===== config.mk =====
export PLATFORM = sky130hd
export DESIGN_NAME = edit_list_to_cigar_unit
export DESIGN_NICKNAME = d
export VERILOG_FILES = /design/src/sv/ecig_pkg.sv /design/src/sv/ecig_fifo.sv /design/src/sv/ecig_front.sv /design/src/sv/ecig_back.sv /design/src/sv/edit_list_to_cigar_unit.sv
export SDC_FILE = /design/constraint.sdc
export NUM_CORES = 1
export LEC_CHECK = 0
export ABC_AREA = 1
export BUFFER_PORTS_ARGS = -buffer_cell sky130_fd_sc_hd__buf_2
export CAP_MARGIN = 20
export CORE_MARGIN = 2
export CORE_UTILIZATION = 25
export CTS_BUF_LIST = sky130_fd_sc_hd__clkbuf_4 sky130_fd_sc_hd__clkbuf_8 sky130_fd_sc_hd__clkbuf_16
export DETAILED_ROUTE_END_ITERATION = 10
export GPL_TIMING_DRIVEN = 0
export PLACE_DENSITY_LB_ADDON = 0.25
export RECOVER_POWER = 50
export SKIP_LAST_GASP = 1
export SLEW_MARGIN = 20
export SYNTH_ARGS = -nofsm -noshare
export SYNTH_HDL_FRONTEND = slang
export SYNTH_SLANG_ARGS = --single-unit

===== constraint.sdc =====
create_clock -name i_clk -period 3.3 [get_ports i_clk]
set_input_delay 0.66 -clock i_clk [delete_from_list [all_inputs] [get_ports i_clk]]
set_output_delay 0.66 -clock i_clk [all_outputs]
set_load 0.02 [all_outputs]

===== src/sv/ecig_pkg.sv =====
// Package for the edit-list-to-CIGAR unit: operation codes, field widths,
// port payload structs and the raw-edit record passed from front to back.
// No dependencies.
package ecig_pkg;

    localparam int EDIT_LEN_W = 16;
    localparam int OP_LEN_W   = 20;

    localparam logic [OP_LEN_W-1:0] LEN_MAX = {OP_LEN_W{1'b1}};

    // CIGAR operation codes.
    localparam logic [1:0] CODE_M = 2'd0;
    localparam logic [1:0] CODE_I = 2'd1;
    localparam logic [1:0] CODE_D = 2'd2;
    localparam logic [1:0] CODE_S = 2'd3;

    // Input transaction: one alignment edit.
    typedef struct packed {
        logic [EDIT_LEN_W-1:0] edit_from_length;
        logic [EDIT_LEN_W-1:0] edit_to_length;
        logic                  end_of_path;
    } t_edit;

    // Output transaction: one merged CIGAR operation.
    typedef struct packed {
        logic [OP_LEN_W-1:0] op_length;
        logic [1:0]          op_code;
        logic                last_op;
    } t_cigar_op;

    // One raw operation with its final code.
    typedef struct packed {
        logic [EDIT_LEN_W-1:0] len;
        logic [1:0]            code;
    } t_raw_op;

    // A classified edit: one or two raw operations in emission order.
    typedef struct packed {
        t_raw_op op0;
        t_raw_op op1;
        logic    op1_valid;
        logic    end_of_path;
    } t_raw_edit;

endpackage


===== src/sv/ecig_fifo.sv =====
// Small synchronous FIFO of register entries, used for the raw-edit queue
// and for the result queue. Depends on nothing but its type parameter.
module ecig_fifo #(
    parameter int  DEPTH  = 4,
    parameter type t_data = logic
) (
    input  logic  i_clk,
    input  logic  i_rst_n,
    input  logic  i_wr,
    input  t_data i_wr_data,
    output logic  o_full,
    input  logic  i_rd,
    output t_data o_rd_data,
    output logic  o_empty
);

    localparam int PTR_W = (DEPTH > 1) ? $clog2(DEPTH) : 1;
    localparam int CNT_W = $clog2(DEPTH + 1);
    localparam logic [PTR_W-1:0] LAST_PTR = PTR_W'(DEPTH - 1);
    localparam logic [CNT_W-1:0] FULL_CNT = CNT_W'(DEPTH);

    t_data            r_mem [DEPTH];
    logic [PTR_W-1:0] r_wr_ptr, n_wr_ptr;
    logic [PTR_W-1:0] r_rd_ptr, n_rd_ptr;
    logic [CNT_W-1:0] r_count, n_count;
    logic             w_do_wr, w_do_rd;

    assign o_full    = (r_count == FULL_CNT);
    assign o_empty   = (r_count == '0);
    assign w_do_wr   = i_wr && !o_full;
    assign w_do_rd   = i_rd && !o_empty;
    assign o_rd_data = r_mem[r_rd_ptr];

    // Pointer and occupancy update.
    always_comb begin
        n_wr_ptr = r_wr_ptr;
        n_rd_ptr = r_rd_ptr;
        n_count  = r_count;
        if (w_do_wr) begin
            n_wr_ptr = (r_wr_ptr == LAST_PTR) ? '0 : r_wr_ptr + PTR_W'(1);
        end
        if (w_do_rd) begin
            n_rd_ptr = (r_rd_ptr == LAST_PTR) ? '0 : r_rd_ptr + PTR_W'(1);
        end
        if (w_do_wr && !w_do_rd) begin
            n_count = r_count + CNT_W'(1);
        end else if (w_do_rd && !w_do_wr) begin
            n_count = r_count - CNT_W'(1);
        end
    end

    always_ff @(posedge i_clk) begin
        if (!i_rst_n) begin
            r_wr_ptr <= '0;
            r_rd_ptr <= '0;
            r_count  <= '0;
        end else begin
            r_wr_ptr <= n_wr_ptr;
            r_rd_ptr <= n_rd_ptr;
            r_count  <= n_count;
        end
    end

    // Entry storage carries no reset.
    always_ff @(posedge i_clk) begin
        if (w_do_wr) begin
            r_mem[r_wr_ptr] <= i_wr_data;
        end
    end

endmodule


===== src/sv/ecig_front.sv =====
// Front end: holds the order register and the start-of-path flag, and
// splits each accepted edit into its raw CIGAR operations. Uses ecig_pkg.
module ecig_front (
    input  logic               i_clk,
    input  logic               i_rst_n,
    input  logic               i_cfg_wr_en,
    input  logic               i_cfg_wr_data,
    input  logic               i_accept,
    input  ecig_pkg::t_edit    i_edit,
    output ecig_pkg::t_raw_edit o_entry
);
    import ecig_pkg::*;

    logic                  r_reverse_order;
    logic                  r_at_start;
    logic [EDIT_LEN_W-1:0] w_from, w_to, w_shared, w_diff;
    logic                  w_gt, w_eq, w_shared_zero, w_last;
    logic [1:0]            w_indel;

    // An insertion at either end of the path becomes a soft clip.
    function automatic logic [1:0] clip_code(input logic [1:0] code,
                                             input logic at_start,
                                             input logic is_last);
        logic [1:0] res;
        res = code;
        if (code == CODE_I && (at_start || is_last)) begin
            res = CODE_S;
        end
        return res;
    endfunction

    assign w_from        = i_edit.edit_from_length;
    assign w_to          = i_edit.edit_to_length;
    assign w_last        = i_edit.end_of_path;
    assign w_eq          = (w_from == w_to);
    assign w_gt          = (w_from > w_to);
    assign w_shared      = w_gt ? w_to : w_from;
    assign w_diff        = w_gt ? (w_from - w_to) : (w_to - w_from);
    assign w_indel       = w_gt ? CODE_D : CODE_I;
    assign w_shared_zero = (w_shared == '0);

    // Classification of the edit into one or two raw operations.
    always_comb begin
        o_entry.end_of_path = w_last;
        o_entry.op1         = '{len: w_shared, code: CODE_M};
        o_entry.op1_valid   = 1'b0;
        if (w_eq) begin
            o_entry.op0 = '{len: w_from, code: CODE_M};
        end else if (r_reverse_order) begin
            o_entry.op0 = '{len: w_diff,
                            code: clip_code(w_indel, r_at_start, w_last && w_shared_zero)};
            o_entry.op1_valid = !w_shared_zero;
        end else if (!w_shared_zero) begin
            o_entry.op0       = '{len: w_shared, code: CODE_M};
            o_entry.op1       = '{len: w_diff, code: clip_code(w_indel, 1'b0, w_last)};
            o_entry.op1_valid = 1'b1;
        end else begin
            o_entry.op0 = '{len: w_diff, code: clip_code(w_indel, r_at_start, w_last)};
        end
    end

    // Order register and path-start tracking.
    always_ff @(posedge i_clk) begin
        if (!i_rst_n) begin
            r_reverse_order <= 1'b0;
            r_at_start      <= 1'b1;
        end else begin
            if (i_cfg_wr_en) begin
                r_reverse_order <= i_cfg_wr_data;
            end
            if (i_accept) begin
                r_at_start <= w_last;
            end
        end
    end

endmodule


===== src/sv/ecig_back.sv =====
// Back end: takes classified edits from the queue, merges runs of equal
// code with saturation and writes finished operations out. Uses ecig_pkg.
module ecig_back (
    input  logic                i_clk,
    input  logic                i_rst_n,
    input  ecig_pkg::t_raw_edit i_entry,
    input  logic                i_q_empty,
    output logic                o_q_pop,
    input  logic                i_res_full,
    output logic                o_res_wr,
    output ecig_pkg::t_cigar_op o_res
);
    import ecig_pkg::*;

    // Step within the current edit.
    localparam logic [1:0] PH_OP0   = 2'd0;
    localparam logic [1:0] PH_OP1   = 2'd1;
    localparam logic [1:0] PH_FLUSH = 2'd2;

    logic [1:0]          r_phase, n_phase;
    logic [OP_LEN_W-1:0] r_pend_len, n_pend_len;
    logic [1:0]          r_pend_code, n_pend_code;
    logic                r_pend_valid, n_pend_valid;
    logic                w_go;
    t_raw_op             w_op;
    logic [OP_LEN_W:0]   w_sum;

    assign w_go  = !i_q_empty && !i_res_full;
    assign w_op  = (r_phase == PH_OP1) ? i_entry.op1 : i_entry.op0;
    assign w_sum = {1'b0, r_pend_len} + {{(OP_LEN_W + 1 - EDIT_LEN_W){1'b0}}, w_op.len};

    assign o_res.op_length = r_pend_len;
    assign o_res.op_code   = r_pend_code;
    assign o_res.last_op   = (r_phase == PH_FLUSH);

    // One raw operation or the end-of-path flush per cycle while an edit is queued and the result queue is not full.
    always_comb begin
        n_phase      = r_phase;
        n_pend_len   = r_pend_len;
        n_pend_code  = r_pend_code;
        n_pend_valid = r_pend_valid;
        o_res_wr     = 1'b0;
        o_q_pop      = 1'b0;
        unique case (r_phase)
            PH_OP0, PH_OP1: begin
                if (w_go) begin
                    if (r_pend_valid && r_pend_code == w_op.code) begin
                        n_pend_len = w_sum[OP_LEN_W] ? LEN_MAX : w_sum[OP_LEN_W-1:0];
                    end else begin
                        o_res_wr     = r_pend_valid;
                        n_pend_len   = {{(OP_LEN_W - EDIT_LEN_W){1'b0}}, w_op.len};
                        n_pend_code  = w_op.code;
                        n_pend_valid = 1'b1;
                    end
                    if (r_phase == PH_OP0 && i_entry.op1_valid) begin
                        n_phase = PH_OP1;
                    end else if (i_entry.end_of_path) begin
                        n_phase = PH_FLUSH;
                    end else begin
                        n_phase = PH_OP0;
                        o_q_pop = 1'b1;
                    end
                end
            end
            PH_FLUSH: begin
                if (w_go) begin
                    o_res_wr     = r_pend_valid;
                    n_pend_len   = '0;
                    n_pend_code  = CODE_M;
                    n_pend_valid = 1'b0;
                    n_phase      = PH_OP0;
                    o_q_pop      = 1'b1;
                end
            end
            default: begin
                n_phase = PH_OP0;
            end
        endcase
    end

    always_ff @(posedge i_clk) begin
        if (!i_rst_n) begin
            r_phase      <= PH_OP0;
            r_pend_len   <= '0;
            r_pend_code  <= CODE_M;
            r_pend_valid <= 1'b0;
        end else begin
            r_phase      <= n_phase;
            r_pend_len   <= n_pend_len;
            r_pend_code  <= n_pend_code;
            r_pend_valid <= n_pend_valid;
        end
    end

endmodule


===== src/sv/edit_list_to_cigar_unit.sv =====
// Top level of the edit-list-to-CIGAR unit: front end, raw-edit queue, merge
// back end and result queue. Depends on ecig_pkg and the ecig_* modules.
//
// Usage. Edits enter through a queue-style port: a transaction is taken when
// push is high and full is low. CIGAR operations leave through a second queue
// port: the oldest operation is on o_op while empty is low and is taken when
// pop is high. i_cfg_wr_en writes the order bit (1 = edits arrive last first).
// The user must write it only between paths while the unit is idle; the unit
// itself does not enforce this. Flow. An accepted edit is classified and
// registered into the raw-edit queue. The back end handles one raw operation
// (one or two per edit) or the end-of-path flush per cycle while the result
// queue is not full, so plain edits go at one per cycle and split edits and
// path ends take extra steps. A merged run leaves when a different code follows
// or the path ends, and is registered into the result queue when it is closed.
// Reset clears both queues, the pending run and the order bit, and marks the
// next edit as the start of a path. When the receiver stops popping, the
// result queue fills, the back end halts, then the raw-edit queue fills and
// full is raised; nothing is dropped.
module edit_list_to_cigar_unit #(
    parameter int EDIT_QUEUE_DEPTH   = 4,
    parameter int RESULT_QUEUE_DEPTH = 4
) (
    input  logic                i_clk,
    input  logic                i_rst_n,
    input  logic                i_cfg_wr_en,
    input  logic                i_cfg_wr_data,
    input  logic                push,
    output logic                full,
    input  ecig_pkg::t_edit     i_edit,
    input  logic                pop,
    output logic                empty,
    output ecig_pkg::t_cigar_op o_op
);
    import ecig_pkg::*;

    logic      w_accept;
    t_raw_edit w_entry_in, w_entry_out;
    logic      w_q_empty, w_q_pop;
    logic      w_res_wr, w_res_full;
    t_cigar_op w_res;
    logic      r_prev_open;
    logic [1:0] r_prev_code;

    assign w_accept = push && !full;

    // Front end: classification of each edit.
    ecig_front u_front (
        .i_clk         (i_clk),
        .i_rst_n       (i_rst_n),
        .i_cfg_wr_en   (i_cfg_wr_en),
        .i_cfg_wr_data (i_cfg_wr_data),
        .i_accept      (w_accept),
        .i_edit        (i_edit),
        .o_entry       (w_entry_in)
    );

    // Queue of classified edits between front and back.
    ecig_fifo #(
        .DEPTH  (EDIT_QUEUE_DEPTH),
        .t_data (t_raw_edit)
    ) u_edit_q (
        .i_clk     (i_clk),
        .i_rst_n   (i_rst_n),
        .i_wr      (push),
        .i_wr_data (w_entry_in),
        .o_full    (full),
        .i_rd      (w_q_pop),
        .o_rd_data (w_entry_out),
        .o_empty   (w_q_empty)
    );

    // Back end: run merging.
    ecig_back u_back (
        .i_clk      (i_clk),
        .i_rst_n    (i_rst_n),
        .i_entry    (w_entry_out),
        .i_q_empty  (w_q_empty),
        .o_q_pop    (w_q_pop),
        .i_res_full (w_res_full),
        .o_res_wr   (w_res_wr),
        .o_res      (w_res)
    );

    // Result queue towards the receiver.
    ecig_fifo #(
        .DEPTH  (RESULT_QUEUE_DEPTH),
        .t_data (t_cigar_op)
    ) u_res_q (
        .i_clk     (i_clk),
        .i_rst_n   (i_rst_n),
        .i_wr      (w_res_wr),
        .i_wr_data (w_res),
        .o_full    (w_res_full),
        .i_rd      (pop),
        .o_rd_data (o_op),
        .o_empty   (empty)
    );

    // Code of the previous operation written within the open path.
    always_ff @(posedge i_clk) begin
        if (!i_rst_n) begin
            r_prev_open <= 1'b0;
            r_prev_code <= CODE_M;
        end else if (w_res_wr) begin
            r_prev_open <= !w_res.last_op;
            r_prev_code <= w_res.op_code;
        end
    end

    // The back end never writes into a full result queue.
    a_no_res_overflow: assert property (@(posedge i_clk) disable iff (!i_rst_n)
        w_res_wr |-> !w_res_full)
        else $error("result written while result queue full");

    // The back end only pops an edit that is present.
    a_no_q_underflow: assert property (@(posedge i_clk) disable iff (!i_rst_n)
        w_q_pop |-> !w_q_empty)
        else $error("edit queue popped while empty");

    // Within a path, two successive operations never share a code.
    a_runs_merged: assert property (@(posedge i_clk) disable iff (!i_rst_n)
        (w_res_wr && r_prev_open) |-> (w_res.op_code != r_prev_code))
        else $error("adjacent operations with equal code not merged");

endmodule


==> metrics.txt, run 1 <==
Synth warnings=0; cts bufs inserted=31; Yosys top cell by area=edfxtp_1; Core Region=59000 um2; Area contributors post-synth=edfxtp_1, o21ai_0, nand2_1; RSZ-0062 raised after global routing=true; CTS H-tree lvls=1; Sw Ratio=39.8%; die height=248 um; initial antenna violation count=0; largest net degree at the start of global routing=24; crit path time final=3.15 ns; Via density=4.68; WL final=43.1 mm; Gate power share=45.3%; Final period util=95.5%; most frequent cells in the layout=nand2_1, edfxtp_1, nor2_1; # DRC=0; CP Class=in2reg; Psw=6.16 mW; Setup crit start kind=input pin; max-cap violations=0; cts hold-fix bufs=0; Avg WL per Cell=17.2 um; Clk pwr share=22.6%; peak supply drop=0.000543 V; CTS root buf=clkbuf_16; GPL Wtd Cong=0.891; commonest non-fill, non-tap cell in the layout=nand2_1; grt ovf=0; syn_nets=1690; initial core utilization=25.2%; num ports=64; Final Setup Violations=0; Area growth syn-to-layout=22.7%; final setup skew=0.0126 ns; CTS sink count=289; Clock Path Buffers=3; Synth Cell Area=14900 um2; Main synth FF type=edfxtp_1; layout cell share with drive strength beyond 1=17.5%; power density cells=847 nW/um2; DR vias=11700; static leakage=7.06 nW; flops & latches, synth=289; DP HPWL=31.5 mm; first-pass GRT wire length=65.9 mm; top-area cell type share of the netlist area=49.2%; total global-route track usage=13.7%; Fin. Hold Viols=0; PortBufs=63; Final Cell Area=18300 um2; status=finished clean; DP Area=16500 um2; synth unique cells=47; row count=89; worst-margin pin slew=1.49 ns; width of the die=248 um; asr flop ratio synth=0%; fmax=317 MHz; drt first pass iters=5; sequential share of the synthesized area=55.2%; vias in the first global route=11500; Post-Synthesis Cells=1587; Internal Power=9.33 mW; Max-slew headroom=0.894%; CTS tree=yes; initial DRC count=673; Detail Route Antenna Nets=0; final max-slew violation count=0; min-delay worst type=in2reg; number of synthesized flops with an enable pin=244; Die ar.=61600 um2; total power=15.5 mW; crit path max fanout=10; Worst Setup End Kind=flop; ant diodes=0; Critical Path AT=3.49 ns; Layout Nets=1815; worst-skew pair later-pin latency=0.55 ns; part of the power in registers=32.1%; WP data required=3.64 ns; Avg Cell Area, Syn=9.39 um2; clock slew at reported path FFs=0.06 ns; reg2reg setup slack=0.17 ns
kinds of logic (layout without fill, tap and decap cells):
| family | Yosys count | in the layout | share of synthesized area, % |
|---|---|---|---|
| DFF | 289 | 289 | 55.2 |
| buffers and inverters | 212 | 361 | 5.79 |
| xor gates and xnor gates | 35 | 35 | 2.06 |
| muxes | 1 | 1 | 0.0672 |
| and+or+nand+nor | 597 | 597 | 16.9 |
| adders and majority gates | 64 | 64 | 5.63 |
| AOI/OAI and AO/OA | 389 | 389 | 14.3 |
layout make-up:
type	instances	area, um2
Buffer	74	509
Tap cell	773	967
Timing Repair Buffer	95	739
Sequential cell	289	8240
Inverter	135	528
Clock buffer	40	856
Fill cell	6168	40700
Clock inverter	17	185
Multi-Input combinational cell	1086	6260
critical path: stages:
cell     delay (ns)
buf_2          0.11
inv_1          0.04
ha_1           0.40
nand2_2        0.20
inv_1          0.06
a21oi_1        0.25
nand2_2        0.12
nand2_2        0.09
nand2_4        0.09
nand2_4        0.09
buf_6          0.15
buf_2          0.23
buf_2          0.30
nand2_1        0.08
o21ai_0        0.19
inv_1          0.12
o21ai_2        0.31
flip-flops by register name, summed over array words and instances (netlist names), named ones only:
| register | count |
|---|---|
| u_back.r_pend_code | 2 |
| u_back.r_pend_len | 20 |
| u_back.r_pend_valid | 1 |
| u_back.r_phase | 2 |
| u_edit_q.r_count | 3 |
| u_edit_q.r_mem | 152 |
| u_edit_q.r_rd_ptr | 2 |
| u_edit_q.r_wr_ptr | 2 |
| u_front.r_at_start | 1 |
| u_front.r_reverse_order | 1 |
| u_res_q.r_count | 3 |
| u_res_q.r_mem | 92 |
| u_res_q.r_rd_ptr | 2 |
| u_res_q.r_wr_ptr | 2 |
repair_timing:
action	4_1_cts	5_1_grt
setup buffers	8	11
gates resized for setup	116	79
pin swaps	4	19
cloned	1	1
endpoints found under the setup margin	199	201
metrics by stage:
stage / cells / worst slack, ns / utilization [%] / hold slack (ns) / TNS [ns]
after floorplan: 1587 / 0.0301 / - / 0.439 / 0
after global placement: 2423 / -1.69 / 27.4 / 0.456 / -479.42
after detailed placement: 2434 / -1.59 / 28.0 / 0.462 / -138.90
after CTS: 2499 / 0.00150 / 30.4 / 0.369 / 0
after global routing: 2509 / -0.00954 / 31.0 / 0.399 / -0.0353
final: 2509 / 0.150 / 31.0 / 0.401 / 0
routing by layer:
metal	vias to the layer above	wire length, um	global-route usage [%]
met4	0	839	2.21
li1	5765	-	-
met3	70	1880	1.45
met2	300	21400	25.2
met5	-	0	0
met1	5612	19000	17.5
synth_stat cells (2+ instances only):
cell and instances:
nand3_1 75, o22ai_1 57, xnor2_1 12, o21a_1 7, ha_1 59, inv_1 128, buf_4 5, or2_1 2
nor2_1 199, dfxtp_1 45, clkinv_1 3, xor2_1 23, a21oi_1 85, nand4_1 25, or2_2 3, o211ai_1 16
nor2_4 2, a31oi_1 4, o21ai_1 2, clkbuf_1 48, nand2_2 8, inv_2 4, o21bai_1 4, nand3b_1 2
a21boi_0 3, buf_6 4, fa_1 5, nand2_1 264, edfxtp_1 244, nand3_2 2, buf_2 14, nor3_1 9
nand2_4 3, o21ai_0 200, buf_1 5, a21o_1 5
power groups by stage:
stage	clock, mW	sequential, mW	combinational (mW)
after global placement	0	5.04	6.02
after global routing	3.71	5.04	7.80
after CTS	3.58	4.96	6.71
after floorplan	0	4.93	4.20
after detailed placement	0	5.02	6.24
final	3.50	4.97	7.02
path summary, 6_finish.rpt:
check                               startpoint                                   end  cells past startpoint
max                                  i_edit[7]       u_edit_q.r_mem[0][14]$_DFFE_PP_                     17
min                              i_cfg_wr_data  u_front.r_reverse_order$_SDFFE_PN0P_                      3
max reg2reg                               flop     u_back.r_pend_len[7]$_SDFFE_PN0P_                     21
min reg2reg  u_edit_q.r_rd_ptr[1]$_SDFFE_PN0P_                                  flop                      2
Note: power is estimated with default switching activity, not from simulation.
==> run 2: changes to the inputs <==
Settings changed: CTS_BUF_LIST sky130_fd_sc_hd__clkbuf_4 sky130_fd_sc_hd__clkbuf_8 sky130_fd_sc_hd__clkbuf_16 to sky130_fd_sc_hd__clkbuf_16.
==> metrics.txt, run 2 (same netlist as run 1, synthesis figures left out) <==
width of the die=248 um; Via density=4.69; power density cells=843 nW/um2; drt first pass iters=5; initial core utilization=25.2%; GR Layer Usage met1=17.5%; Core Region=59000 um2; num ports=64; Avg WL per Cell=17.2 um; status=finished clean; worst-skew pair later-pin latency=0.55 ns; initial antenna violation count=0; CTS tree=yes; met3 usage=1.45%; cell count of the worst reg-to-reg path=21; Max-slew headroom=1.24%; fmax=320 MHz; crit path max fanout=7; WP data required=3.70 ns; max-cap violations=0; Internal Power=9.20 mW; min-delay worst type=in2reg; WL final=43.1 mm; setup TNS=0 ns; Fillers=6177; Biggest register=u_edit_q.r_mem; grt ovf=0; cts hold-fix bufs=0; Final period util=94.8%; # DRC=0; commonest non-fill, non-tap cell in the layout=nand2_1; ant diodes=0; DP Area=16500 um2; CTS H-tree lvls=1; clock slew at reported path FFs=0.06 ns; met2 usage=25.1%; peak supply drop=0.000544 V; Final Setup Violations=0; CTS root buf=clkbuf_16; Area growth syn-to-layout=22.4%; r2r endpoint=u_back.r_pend_len[7]$_SDFFE_PN0P_; static leakage=7.06 nW; Fin Hold WS=0.401 ns; number of flip-flops in the largest register=152; Critical Path AT=3.52 ns; biggest regs=u_edit_q.r_mem: 152 flops, u_res_q.r_mem: 92 flops, u_back.r_pend_len: 20 flops; RSZ-0062 raised after global routing=true; PortBufs=63; final max-slew violation count=0; CTS sink count=289; layout cell share with drive strength beyond 1=17.0%; largest net degree at the start of global routing=24; initial DRC count=692; Clock Path Buffers=3; DR vias=11800; Layout Nets=1815; CP Class=reg2reg; die height=248 um; crit path time final=3.13 ns; Psw=6.17 mW; total power=15.4 mW; worst-margin pin slew=1.48 ns; vias in the first global route=11500; Setup crit start kind=flop; total global-route track usage=13.7%; Detail Route Antenna Nets=0; row count=89; GPL Wtd Cong=0.891; DP HPWL=31.5 mm; Fin. Hold Viols=0; Sw Ratio=40.1%; Final Cell Area=18200 um2; final setup skew=0.0163 ns; Worst Setup End Kind=flop; busiest metal layer after global routing=met2; cts bufs inserted=31; Clk pwr share=22.0%; most frequent cells in the layout=nand2_1, edfxtp_1, nor2_1; crit path capture=u_back.r_pend_len[7]$_SDFFE_PN0P_; part of the power in registers=32.3%; Die ar.=61600 um2; reg2reg setup slack=0.17 ns; Gate power share=45.7%; first-pass GRT wire length=65.9 mm
-- run 2: layout make-up --
class                   count  area, um2  share of cell area, %
clock inverters            26        219                   1.20
flip-flops and latches    289       8240                   45.2
well taps                 773        967                   5.30
repair buffers             95        739                   4.05
multi-input cells        1086       6260                   34.3
clock buffers              31        776                   4.25
inverters                 135        528                   2.90
plain buffers              74        509                   2.79
-- run 2: critical path: stages (launching register included) --
cell        delay, ns
dfxtp_4          0.37
clkbuf_16        0.15
clkinvlp_4       0.17
buf_8            0.18
o21ai_2          0.05
o22ai_2          0.09
nand2_2          0.10
nand2_4          0.08
ha_4             0.19
fa_2             0.42
inv_2            0.05
nor2_1           0.04
nor2_2           0.18
o21bai_4         0.12
nand3_2          0.07
nand2_2          0.08
nand3b_1         0.11
buf_6            0.14
buf_8            0.13
nand3_1          0.08
o211ai_1         0.09
a21oi_1          0.09
-- run 2: power groups by stage --
stage | combinational, mW | clock (mW) | sequential, mW
2_1_floorplan | 4.20 | 0 | 4.93
3_3_place_gp | 6.02 | 0 | 5.04
3_5_place_dp | 6.24 | 0 | 5.02
4_1_cts | 6.71 | 3.45 | 4.96
5_1_grt | 7.80 | 3.59 | 5.04
6_report | 7.03 | 3.38 | 4.97
-- run 2: how the worst min path moves through the flow --
stage,to,depth (start not counted),slack [ns],startpoint
detailed placement,flop,2,0.46,u_edit_q.r_rd_ptr[1]$_SDFFE_PN0P_
CTS,u_front.r_reverse_order$_SDFFE_PN0P_,3,0.37,i_cfg_wr_data
global route,u_front.r_reverse_order$_SDFFE_PN0P_,3,0.40,i_cfg_wr_data
floorplan,flop,2,0.44,u_edit_q.r_rd_ptr[1]$_SDFFE_PN0P_
finish,u_front.r_reverse_order$_SDFFE_PN0P_,3,0.40,i_cfg_wr_data
global placement,u_edit_q.r_rd_ptr[1]$_SDFFE_PN0P_,2,0.46,u_edit_q.r_rd_ptr[1]$_SDFFE_PN0P_
-- run 2: metal layers --
layer,part of all wire (%),wire length (um)
met4,1.9,818
met1,44,19000
met3,4.3,1870
met2,50,21400
met5,0,0
-- run 2: per-stage QoR --
stage,setup WS (ns),util (%),instances
2_1_floorplan,0.0301,-,1587
3_3_place_gp,-1.69,27.4,2423
3_5_place_dp,-1.59,28.0,2434
4_1_cts,0.00150,30.4,2499
5_1_grt,-0.00954,30.9,2509
6_report,0.172,30.9,2509
-- run 2: repair_timing --
action | 4_1_cts | 5_1_grt
endpoints found under the setup margin | 199 | 201
setup buffers | 8 | 11
endpoints found under the hold margin | 0 | 0
gates resized for setup | 116 | 79
gates cloned | 1 | 1
pin swaps | 4 | 19
==> run 3: changes to the inputs <==
Settings changed: CORE_ASPECT_RATIO set to 1.2, HOLD_SLACK_MARGIN set to 0.05.
==> metrics.txt, run 3 (same netlist as run 1, synthesis figures left out) <==
Gate power share=45.0%; WL final=44.1 mm; Final period util=96.0%; CTS H-tree lvls=1; Worst Setup End Kind=flop; clock slew at reported path FFs=0.06 ns; max-cap violations=0; Detail Route Antenna Nets=0; Via density=4.62; power density cells=854 nW/um2; DP HPWL=32.5 mm; initial DRC count=562; worst-skew pair later-pin latency=0.56 ns; Area growth syn-to-layout=23.5%; Biggest register=u_edit_q.r_mem; Final Setup Violations=0; Finished Core Util=31.1%; post-route setup slack=0.132 ns; peak supply drop=0.000344 V; Sw Ratio=39.8%; Fin. Hold Viols=0; largest net degree at the start of global routing=22; Internal Power=9.47 mW; cts hold-fix bufs=0; Setup crit start kind=flop; min-delay worst type=in2reg; vias in the first global route=11600; num ports=64; worst path bufs/invs=6; drt first pass iters=5; initial antenna violation count=0; Critical Path AT=3.58 ns; CTS sink count=289; Max-slew headroom=40.2%; row count=98; crit path max fanout=6; CTS root buf=clkbuf_16; width of the die=227 um; Core Region=59200 um2; status=finished clean; pre-CTS setup slack=-1.55 ns; slowest stage delay, CP=0.42 ns; fmax=316 MHz; # DRC=0; Layout Nets=1821; biggest regs=u_edit_q.r_mem: 152 flops, u_res_q.r_mem: 92 flops, u_back.r_pend_len: 20 flops; WP data required=3.72 ns; crit path time final=3.17 ns; die height=271 um; part of the power in registers=31.7%; Avg WL per Cell=17.3 um; total global-route track usage=14.1%; worst-path cell chain=buf_8 -> clkinvlp_4 -> buf_8 -> o21ai_2 -> o22ai_1 -> nand2_1 -> nand2_2 -> ha_4 -> fa_2 -> inv_2 -> nor2_1 -> nor2_2 -> o21bai_4 -> nand3_2 -> nand2_2 -> nand3b_1 -> buf_6 -> clkbuf_8 -> nand3_1 -> o211ai_1 -> a21oi_1; initial core utilization=25.2%; cell family with most CP delay=buffers and inverters; GPL Wtd Cong=0.935; final max-slew violation count=0; commonest non-fill, non-tap cell in the layout=nand2_1; Psw=6.25 mW; CTS tree=yes; CP max stage cell=fa_2; static leakage=7.14 nW; PortBufs=63; Die ar.=61600 um2; worst-margin pin slew=0.893 ns; setup TNS=0 ns; most frequent cells in the layout=nand2_1, edfxtp_1, nor2_1; final setup skew=0.0217 ns; Clk pwr share=23.3%; reg2reg setup slack=0.13 ns; CP Class=reg2reg; layout cell share with drive strength beyond 1=17.2%; number of flip-flops in the largest register=152; ant diodes=0; first-pass GRT wire length=67.4 mm; DR vias=11700; grt ovf=0; cts bufs inserted=30; Clock Path Buffers=3
run 3: metrics by stage:
| stage | hold slack [ns] | cells | power [mW] | instance area [um2] |
|---|---|---|---|---|
| detailed placement | 0.470 | 2461 | 11.3 | 16600 |
| global placement | 0.452 | 2450 | 11.1 | 16200 |
| CTS | 0.357 | 2526 | 15.4 | 18000 |
| floorplan | 0.439 | 1587 | 9.13 | 14900 |
| global route | 0.387 | 2542 | 16.8 | 18400 |
| finish | 0.403 | 2542 | 15.7 | 18400 |
run 3: path summary, 6_finish.rpt:
check,from,endpoint,cells after the start
worst max-delay path,flop,u_back.r_pend_len[7]$_SDFFE_PN0P_,21
worst min-delay path,i_cfg_wr_data,u_front.r_reverse_order$_SDFFE_PN0P_,3
worst max register to register,flop,u_back.r_pend_len[7]$_SDFFE_PN0P_,21
worst min register to register,u_edit_q.r_rd_ptr[1]$_SDFFE_PN0P_,flop,2
run 3: power by group through the flow:
stage / clock network (mW) / logic, mW / registers (mW)
floorplan: 0 / 4.20 / 4.93
global placement: 0 / 6.08 / 5.04
detailed placement: 0 / 6.32 / 5.02
CTS: 3.73 / 6.71 / 4.97
global route: 3.86 / 7.86 / 5.04
finish: 3.66 / 7.08 / 4.98
run 3: per-layer routing:
metal  global-route usage [%]  vias to the layer above  part of all wire [%]
li1                         -                     5780                     -
met1                     17.1                     5632                    43
met2                     26.1                      252                    51
met3                     1.22                       73                   3.1
met4                     4.09                        0                   2.6
met5                        0                        -                     0
run 3: layout make-up:
type | instances | area [um2]
buffer | 74 | 526
clock inverter | 25 | 302
sequential | 289 | 8240
multi-input combinational | 1086 | 6200
fill | 6176 | 40800
clock buffer | 31 | 776
tap | 800 | 1000
inverter | 135 | 517
timing repair buffer | 102 | 850
run 3: timing repair:
| item | 4_1_cts | 5_1_grt |
|---|---|---|
| endpoints found under the setup margin | 188 | 169 |
| gates resized for setup | 114 | 68 |
| setup buffers | 10 | 15 |
| cloned | 1 | 2 |
| pin swaps | 2 | 24 |
run 3: worst register-to-register path, stage by stage (launching register included):
cell	delay, ns
dfxtp_4	0.40
buf_8	0.13
clkinvlp_4	0.16
buf_8	0.18
o21ai_2	0.04
o22ai_1	0.08
nand2_1	0.08
nand2_2	0.12
ha_4	0.20
fa_2	0.42
inv_2	0.06
nor2_1	0.04
nor2_2	0.18
o21bai_4	0.13
nand3_2	0.08
nand2_2	0.07
nand3b_1	0.10
buf_6	0.14
clkbuf_8	0.17
nand3_1	0.07
o211ai_1	0.09
a21oi_1	0.08
